File: src/hw/rtl/assert_macros.svh
// Assertion macros for the RTL files.
`ifndef ASSERT_MACROS_SVH
`define ASSERT_MACROS_SVH
`ifndef SYNTHESIS
// Check under a clock, with the check held off while reset is low.
`define TRHD_ASSERT(lbl, clk, rst_n, prop, msg) \
	lbl: assert property (@(posedge clk) disable iff (!rst_n) prop) else $error(msg);
// Check under a clock at every edge, reset included.
`define TRHD_ASSERT_ALWAYS(lbl, clk, prop, msg) \
	lbl: assert property (@(posedge clk) prop) else $error(msg);
`else
`define TRHD_ASSERT(lbl, clk, rst_n, prop, msg)
`define TRHD_ASSERT_ALWAYS(lbl, clk, prop, msg)
`endif
`endif

File: src/hw/rtl/trhd_pkg.sv
`timescale 1ns / 1ps
package trhd_pkg;

	// Default table depth and coordinate width
	localparam int MaxRegions = 64;
	localparam int CoordBits  = 12;

	// Width of the region index in a result
	localparam int IndexBits = 6;

	// Request operation codes
	localparam logic OP_POLL = 1'b0;
	localparam logic OP_ADD  = 1'b1;

	// One result
	typedef struct packed {
		logic                 hit_valid;
		logic [IndexBits-1:0] region_index;
		logic                 table_full;
		logic                 last;
	} rsp_t;

endpackage

File: src/hw/rtl/trhd_req_if.sv
`timescale 1ns / 1ps
interface trhd_req_if #(
	parameter int COORD_BITS = trhd_pkg::CoordBits
);
	logic                  valid;
	logic                  ready;
	logic                  operation;
	logic                  touch_present;
	logic [COORD_BITS-1:0] touch_x;
	logic [COORD_BITS-1:0] touch_y;
	logic [COORD_BITS-1:0] region_left;
	logic [COORD_BITS-1:0] region_right;
	logic [COORD_BITS-1:0] region_top;
	logic [COORD_BITS-1:0] region_bottom;

	modport source (
		output valid, operation, touch_present, touch_x, touch_y,
		       region_left, region_right, region_top, region_bottom,
		input  ready
	);

	modport sink (
		input  valid, operation, touch_present, touch_x, touch_y,
		       region_left, region_right, region_top, region_bottom,
		output ready
	);
endinterface

File: src/hw/rtl/trhd_rsp_if.sv
`timescale 1ns / 1ps
interface trhd_rsp_if;
	import trhd_pkg::*;

	logic                 valid;
	logic                 ready;
	logic                 hit_valid;
	logic [IndexBits-1:0] region_index;
	logic                 table_full;
	logic                 last;

	modport source (
		output valid, hit_valid, region_index, table_full, last,
		input  ready
	);

	modport sink (
		input  valid, hit_valid, region_index, table_full, last,
		output ready
	);
endinterface

File: src/hw/rtl/touch_region_hit_detector.sv
`timescale 1ns / 1ps
// Touch region hit detector.
// The req channel carries two kinds of request. An add request (operation
// high) appends one rectangle, inclusive bounds, to a table of MAX_REGIONS
// entries; a poll request carries touch_present and a coordinate pair.
// The rsp channel returns results; the final result of each request has
// last set. An add, or any poll that is not a new press, returns one result
// (table_full set when an add found the table full). A new press walks the
// table and returns one result per hit region, in ascending index order, or
// one empty result when nothing is hit.
// Timing: the result of an add or plain poll is in the output register on the
// next cycle after it is taken. For a new press the table memory has one
// read port and the scan reads one entry per cycle while not stalled,
// comparing it against the latched coordinate on the next. req.ready is
// high only between requests.
// A stalled rsp holds the output register; the scan stops at the next hit
// that needs the register and resumes when the result is taken.
// Reset clears the region count, the pressed flag and the output valid flag;
// table contents are not cleared and need no clearing pass.
module touch_region_hit_detector #(
	parameter int MAX_REGIONS = trhd_pkg::MaxRegions,
	parameter int COORD_BITS  = trhd_pkg::CoordBits
) (
	input  logic       clk,
	input  logic       arst_n,
	trhd_req_if.sink   req,
	trhd_rsp_if.source rsp
);
	import trhd_pkg::*;

	`include "assert_macros.svh"

	localparam int IDX_W = (MAX_REGIONS > 1) ? $clog2(MAX_REGIONS) : 1;
	localparam int CNT_W = $clog2(MAX_REGIONS + 1);

	localparam logic [1:0] ST_IDLE = 2'd0;
	localparam logic [1:0] ST_SCAN = 2'd1;
	localparam logic [1:0] ST_DONE = 2'd2;

	typedef struct packed {
		logic [COORD_BITS-1:0] left;
		logic [COORD_BITS-1:0] right;
		logic [COORD_BITS-1:0] top;
		logic [COORD_BITS-1:0] bottom;
	} region_t;

	region_t mem [MAX_REGIONS];
	region_t rd_q;

	logic [1:0]            state_q;
	logic [CNT_W-1:0]      cnt_q;
	logic                  press_q;
	logic [COORD_BITS-1:0] tx_q;
	logic [COORD_BITS-1:0] ty_q;
	logic [CNT_W-1:0]      rd_idx_q;
	logic [IDX_W-1:0]      tst_idx_q;
	logic                  tst_valid_q;
	logic [IDX_W-1:0]      pend_idx_q;
	logic                  pend_valid_q;
	rsp_t                  out_q;
	logic                  out_valid_q;

	logic out_free;
	logic accept;
	logic full;
	logic mem_we;
	logic more;
	logic hit;
	logic stall;
	logic rd_en;
	logic new_press;
	logic out_load;

	// Handshake and scan control
	assign out_free = !out_valid_q || rsp.ready;
	assign req.ready = (state_q == ST_IDLE) && out_free;
	assign accept = req.valid && req.ready;
	assign full = (cnt_q == CNT_W'(MAX_REGIONS));
	assign mem_we = accept && (req.operation == OP_ADD) && !full;
	assign more = (rd_idx_q < cnt_q);
	assign new_press = accept && (req.operation == OP_POLL) && !press_q
		&& req.touch_present;

	// Inclusive bounds test of the entry held in the read register
	assign hit = tst_valid_q
		&& (rd_q.left <= tx_q) && (tx_q <= rd_q.right)
		&& (rd_q.top <= ty_q) && (ty_q <= rd_q.bottom);
	assign stall = hit && pend_valid_q && !out_free;
	assign rd_en = (state_q == ST_SCAN) && !stall && more;

	// Load the output register on a plain request, a pushed-out hit or the close
	assign out_load = (accept && !new_press)
		|| ((state_q == ST_SCAN) && !stall && hit && pend_valid_q)
		|| ((state_q == ST_DONE) && out_free);

	// Region table: one write port, one registered read port
	always_ff @(posedge clk) begin
		if (mem_we) begin
			mem[cnt_q[IDX_W-1:0]] <= '{left: req.region_left, right: req.region_right,
				top: req.region_top, bottom: req.region_bottom};
		end
		if (rd_en) begin
			rd_q <= mem[rd_idx_q[IDX_W-1:0]];
		end
	end

	// Sequencer, table count, pressed flag and output register
	always_ff @(posedge clk or negedge arst_n) begin
		if (!arst_n) begin
			state_q      <= ST_IDLE;
			cnt_q        <= '0;
			press_q      <= 1'b0;
			rd_idx_q     <= '0;
			tst_valid_q  <= 1'b0;
			pend_valid_q <= 1'b0;
			out_valid_q  <= 1'b0;
		end else begin
			out_valid_q <= out_load || (out_valid_q && !rsp.ready);
			unique case (state_q)
				ST_IDLE: begin
					if (accept) begin
						out_q <= '{hit_valid: 1'b0, region_index: '0,
							table_full: (req.operation == OP_ADD) && full, last: 1'b1};
						if (req.operation == OP_ADD) begin
							if (!full) begin
								cnt_q <= cnt_q + 1'b1;
							end
						end else if (press_q) begin
							if (!req.touch_present) begin
								press_q <= 1'b0;
							end
						end else if (req.touch_present) begin
							// New press: start the walk
							press_q      <= 1'b1;
							tx_q         <= req.touch_x;
							ty_q         <= req.touch_y;
							rd_idx_q     <= '0;
							tst_valid_q  <= 1'b0;
							pend_valid_q <= 1'b0;
							state_q      <= ST_SCAN;
						end
					end
				end
				ST_SCAN: begin
					if (!stall) begin
						// Keep the newest hit; push the one before it out
						if (hit) begin
							pend_idx_q   <= tst_idx_q;
							pend_valid_q <= 1'b1;
							if (pend_valid_q) begin
								out_q <= '{hit_valid: 1'b1,
									region_index: IndexBits'(pend_idx_q),
									table_full: 1'b0, last: 1'b0};
							end
						end
						// Advance the read address
						if (more) begin
							tst_idx_q   <= rd_idx_q[IDX_W-1:0];
							tst_valid_q <= 1'b1;
							rd_idx_q    <= rd_idx_q + 1'b1;
						end else begin
							tst_valid_q <= 1'b0;
							if (!tst_valid_q) begin
								state_q <= ST_DONE;
							end
						end
					end
				end
				ST_DONE: begin
					// Close the press with the held hit, or an empty result
					if (out_free) begin
						out_q        <= '{hit_valid: pend_valid_q,
							region_index: pend_valid_q ? IndexBits'(pend_idx_q) : '0,
							table_full: 1'b0, last: 1'b1};
						pend_valid_q <= 1'b0;
						state_q      <= ST_IDLE;
					end
				end
				default: begin
					state_q <= ST_IDLE;
				end
			endcase
		end
	end

	// Drive the result channel
	assign rsp.valid        = out_valid_q;
	assign rsp.hit_valid    = out_q.hit_valid;
	assign rsp.region_index = out_q.region_index;
	assign rsp.table_full   = out_q.table_full;
	assign rsp.last         = out_q.last;

	`TRHD_ASSERT_ALWAYS(a_cnt_bound, clk, cnt_q <= CNT_W'(MAX_REGIONS), "region count past table depth")
	`TRHD_ASSERT(a_tst_in_table, clk, arst_n, tst_valid_q |-> (CNT_W'(tst_idx_q) < cnt_q), "scan read past stored regions")
	`TRHD_ASSERT(a_pend_in_table, clk, arst_n, pend_valid_q |-> (CNT_W'(pend_idx_q) < cnt_q), "held hit past stored regions")
	`TRHD_ASSERT(a_nonlast_is_hit, clk, arst_n, (rsp.valid && !rsp.last) |-> (rsp.hit_valid && !rsp.table_full), "non-final result without hit")

endmodule
File: src/flat_wrapper.sv
// flat-port wrapper written by rule: the top's interface ports become plain ports
module touch_region_hit_detector_flat import trhd_pkg::*;
#(
	parameter int MAX_REGIONS = trhd_pkg::MaxRegions,
	parameter int COORD_BITS  = trhd_pkg::CoordBits
)
  (clk, arst_n, req_valid, req_operation, req_touch_present, req_touch_x, req_touch_y, req_region_left, req_region_right, req_region_top, req_region_bottom, req_ready, rsp_valid, rsp_hit_valid, rsp_region_index, rsp_table_full, rsp_last, rsp_ready);
  trhd_req_if #(.COORD_BITS(COORD_BITS)) req_i ();
  trhd_rsp_if rsp_i ();
  input  logic clk;
  input  logic arst_n;
  input wire logic [$bits(req_i.valid)-1:0] req_valid;
  input wire logic [$bits(req_i.operation)-1:0] req_operation;
  input wire logic [$bits(req_i.touch_present)-1:0] req_touch_present;
  input wire logic [$bits(req_i.touch_x)-1:0] req_touch_x;
  input wire logic [$bits(req_i.touch_y)-1:0] req_touch_y;
  input wire logic [$bits(req_i.region_left)-1:0] req_region_left;
  input wire logic [$bits(req_i.region_right)-1:0] req_region_right;
  input wire logic [$bits(req_i.region_top)-1:0] req_region_top;
  input wire logic [$bits(req_i.region_bottom)-1:0] req_region_bottom;
  output wire logic [$bits(req_i.ready)-1:0] req_ready;
  output wire logic [$bits(rsp_i.valid)-1:0] rsp_valid;
  output wire logic [$bits(rsp_i.hit_valid)-1:0] rsp_hit_valid;
  output wire logic [$bits(rsp_i.region_index)-1:0] rsp_region_index;
  output wire logic [$bits(rsp_i.table_full)-1:0] rsp_table_full;
  output wire logic [$bits(rsp_i.last)-1:0] rsp_last;
  input wire logic [$bits(rsp_i.ready)-1:0] rsp_ready;
  assign req_i.valid = req_valid;
  assign req_i.operation = req_operation;
  assign req_i.touch_present = req_touch_present;
  assign req_i.touch_x = req_touch_x;
  assign req_i.touch_y = req_touch_y;
  assign req_i.region_left = req_region_left;
  assign req_i.region_right = req_region_right;
  assign req_i.region_top = req_region_top;
  assign req_i.region_bottom = req_region_bottom;
  assign req_ready = req_i.ready;
  assign rsp_valid = rsp_i.valid;
  assign rsp_hit_valid = rsp_i.hit_valid;
  assign rsp_region_index = rsp_i.region_index;
  assign rsp_table_full = rsp_i.table_full;
  assign rsp_last = rsp_i.last;
  assign rsp_i.ready = rsp_ready;
  touch_region_hit_detector #(.MAX_REGIONS(MAX_REGIONS), .COORD_BITS(COORD_BITS)) u_core (.clk(clk), .arst_n(arst_n), .req(req_i), .rsp(rsp_i));
endmodule
File: config.mk
export PLATFORM = sky130hd
export DESIGN_NAME = touch_region_hit_detector_flat
export DESIGN_NICKNAME = d
export VERILOG_FILES = /design/src/hw/rtl/trhd_pkg.sv /design/src/hw/rtl/trhd_req_if.sv /design/src/hw/rtl/trhd_rsp_if.sv /design/src/hw/rtl/touch_region_hit_detector.sv /design/src/flat_wrapper.sv
export VERILOG_INCLUDE_DIRS = /design/src /design/src/hw/rtl
export SDC_FILE = /design/constraint.sdc
export NUM_CORES = 2
export LEC_CHECK = 0
export BUFFER_PORTS_ARGS = -buffer_cell sky130_fd_sc_hd__buf_2
export CAP_MARGIN = 30
export CELL_PAD_IN_SITES_DETAIL_PLACEMENT = 2
export CELL_PAD_IN_SITES_GLOBAL_PLACEMENT = 2
export CORE_MARGIN = 4
export CORE_UTILIZATION = 40
export DETAILED_ROUTE_END_ITERATION = 8
export MAX_ROUTING_LAYER = met4
export PLACE_DENSITY = 0.62
export SETUP_SLACK_MARGIN = 0.2
export SLEW_MARGIN = 30
export SYNTH_ARGS = -nofsm -noshare
export SYNTH_HDL_FRONTEND = slang
export SYNTH_SLANG_ARGS = --single-unit
File: constraint.sdc
create_clock -name clk -period 5.91 [get_ports clk]
set_input_delay 1.182 -clock clk [delete_from_list [all_inputs] [get_ports clk]]
set_output_delay 1.182 -clock clk [all_outputs]
set_load 0.1 [all_outputs]
==> results_dict.tcl <==
set metrics [dict create \
    required_ns 6.48 \
    synth_flop_cell "edfxtp_1" \
    gr-total-overflow 0 \
    cp.arrival_ns 4.94 \
    vias 58100 \
    comb_power_share_pct 18.9 \
    cts_buffers 337 \
    cpMaxStageDelayCell "a32oi_1" \
    end_kind "flop" \
    timing.final.hold_violations 0 \
    crit_type "reg2reg" \
    setup_viol 0 \
    rsz0062_at_grt "no" \
    cp_max_fo 24 \
    status "finished, final reports clean" \
    core-area_sq_mm 0.303 \
    numPortBuffers 88 \
    post-route-period-util_pct 74.1 \
    ys_async_sr_fraction_pct 0.628 \
    seq_area_frac_synth_pct 78.5 \
    grt_max_degree 114 \
    hold_class "in2async" \
    synth_area_leader_cell "edfxtp_1" \
    max_slew_margin_pct 17.1 \
    cp_cell_sequence "inv_1, ha_1, nand4_1, nor3_1, o21ai_0, a32oi_1, buf_4, or3_1, o21a_1, and2_4, buf_16" \
    yosysMostFrequentCell "edfxtp_1" \
    ys_top_cells_by_count "edfxtp_1, mux4_2, clkbuf_1, nor2_1" \
    die_x_um 560 \
    critPathMaxStageDelay_ns 0.71 \
    routed_wire_length_per_instance_um 40.7 \
    syn_area_per_cell_sq_um 25.3 \
    drv_cap 0 \
    power_frac_clock_pct 36.0 \
    cts-hold-fix-buffers 0 \
    fin_skew_ns 0.0560 \
    cts_root_buf "clkbuf_16" \
    slew_viol_final 0 \
    utilization_pct 46.0 \
    max_clock_freq_mhz 228 \
    cts_setup_buffers 0 \
    rows 202 \
    routed_wl_um 385000 \
    initial_core_util_pct 40.2 \
    firstDrtPassIters 6 \
    ys_types 52 \
    r2r_slack_ns 1.53 \
    insertion_delay_ns 0.94 \
    grt_pass1_vias 62000 \
    antenna_found_initial 20 \
    cts_tree "done" \
    htree_levels 5 \
    ys_warn_count 0 \
    cts_resized 0 \
    power.density_mw_per_mm2 412 \
    intPower_w 0.0419 \
    tns_ns 0 \
    nNetsFinal 5353 \
    vias_per_cell 6.14 \
    cp-start-kind "flop" \
    power.switching_w 0.0155 \
    die_h_um 560 \
    hpwl_um 209000 \
    p_leak_nw 42.1 \
    power_frac_seq_pct 45.0 \
    ir_drop_mv 0.339 \
    track_usage_pct 24.9 \
    gp_congestion 0.766 \
    synth_area_sq_mm 0.122 \
    synth_top_area_share_pct 78.1 \
    clkSinkCount 3185 \
    drcViolationCount 0 \
    drive_above_1_share_pct 33.2 \
    synthTopCellsByArea "edfxtp_1, mux4_2, ha_1, dfrtp_1, clkbuf_1" \
    cts_buffer_depth 4 \
    die-area_sq_mm 0.313 \
    ys_seq_elements 3185 \
    fin_crit_ns 4.38 \
    grt_pass1_wl_um 533000 \
    ios 89 \
    path_clk_slew_ns 0.06 \
    syn_inst 4817 \
    synth_edf_count 3165 \
    switching_share_pct 27.0 \
    syn_to_final_growth_pct 14.6 \
    worst_slew_pin_slew_ns 1.24 \
    drtIter0Drc 7266 \
    postRouteAntennaNets 0 \
    syn_nets 4957 \
]
-- power by group through the flow --
stage | Clock [W] | Sequential, W | Combinational [W]
floorplan | 0 | 0.0261 | 0.00711
global placement | 0 | 0.0264 | 0.0106
detailed placement | 0 | 0.0264 | 0.0109
CTS | 0.0211 | 0.0259 | 0.0110
global route | 0.0221 | 0.0259 | 0.0114
finish | 0.0207 | 0.0259 | 0.0109
-- metal layers --
metal | vias to the layer above | wire length, um | global-route usage [%]
met5 | - | 0 | -
met4 | 0 | 8840 | 5.77
met3 | 519 | 25500 | 3.71
met2 | 2720 | 195000 | 40.5
met1 | 33000 | 155000 | 33.4
li1 | 21800 | - | -
-- placed cells by master (no fill, tap or decap), drive strengths merged, types with 8 or more instances in the layout --
cell and count:
nor2 76, nor3 8, inv 71, clkbuf 423, nand4 12, o21ai 8
clkinv 154, nand3 23, ha 62, buf 292, bufinv 18, and2 9
edfxtp 3165, and3 8, dfrtp 20, mux4 1008, nand2 30, a21oi 30
-- path summary, 6_finish.rpt --
check / end / start / cells past startpoint
max: u_core.rd_q[10] / u_core.rd_q[8] / 11
min: u_core.rd_idx_q[3] / arst_n / 1
max reg2reg: u_core.rd_q[10] / u_core.rd_q[8] / 11
min reg2reg: u_core.pend_idx_q[0] / u_core.tst_idx_q[0] / 0
max in group asynchronous: u_core.rd_idx_q[4] / arst_n / 1
min in group clk: u_core.pend_idx_q[0] / u_core.tst_idx_q[0] / 0
-- logic make-up (layout without fill, tap and decap cells) --
kind of cell / count (synthesis) / after routing / synth area share (%)
flip-flops: 3185 / 3185 / 78.5
multiplexers: 1010 / 1010 / 18.7
buffers and inverters: 298 / 960 / 1.02
AND/OR/NAND/NOR: 184 / 184 / 0.712
AO/OA/AOI/OAI: 73 / 73 / 0.386
adder cells (fa/ha/maj): 62 / 62 / 0.638
XOR/XNOR: 5 / 5 / 0.0360
other: 0 / 7 / 0
-- stage by stage --
stage          area (sq um)  hold slack [ns]  total power [W]  std cells  setup WS [ns]
3_3_place_gp         129000            0.406           0.0370       8842           1.38
3_5_place_dp         129000            0.406           0.0373       8850           1.28
5_1_grt              139000            0.299           0.0594       9462           1.49
6_report             139000            0.290           0.0575       9464           1.53
2_1_floorplan        122000            0.400           0.0332       4817           1.21
4_1_cts              139000            0.231           0.0580       9455           1.65
-- cell type report --
type,count,area [sq um]
Tap cell,3978,4980
Antenna cell,7,17.5
Timing Repair Buffer,292,2740
Clock buffer,423,8950
Clock inverter,182,1520
Fill cell,26600,163000
Inverter,63,236
Multi-Input combinational cell,1334,25400
Sequential cell,3185,95600
-- critical path, delay by kind of cell, from the launching register on --
family,cells,cell delay (ns)
compound gates,3,1.40
fa+ha+maj,1,0.34
flops,1,0.34
buf+inv,3,0.71
simple gates,4,1.08
-- flip-flops by register name, indices dropped and copies added (netlist names) --
name	flops
u_core.mem	3072
u_core.rd_q	48
u_core.tx_q	12
u_core.ty_q	12
u_core.cnt_q	7
u_core.rd_idx_q	7
u_core.pend_idx_q	6
u_core.rsp.region_index	6
u_core.tst_idx_q	6
u_core.state_q	2
u_core.pend_valid_q	1
u_core.press_q	1
u_core.rsp.hit_valid	1
u_core.rsp.last	1
u_core.rsp.table_full	1
u_core.rsp.valid	1
u_core.tst_valid_q	1
No activity file was read; power rests on OpenSTA's default activity.
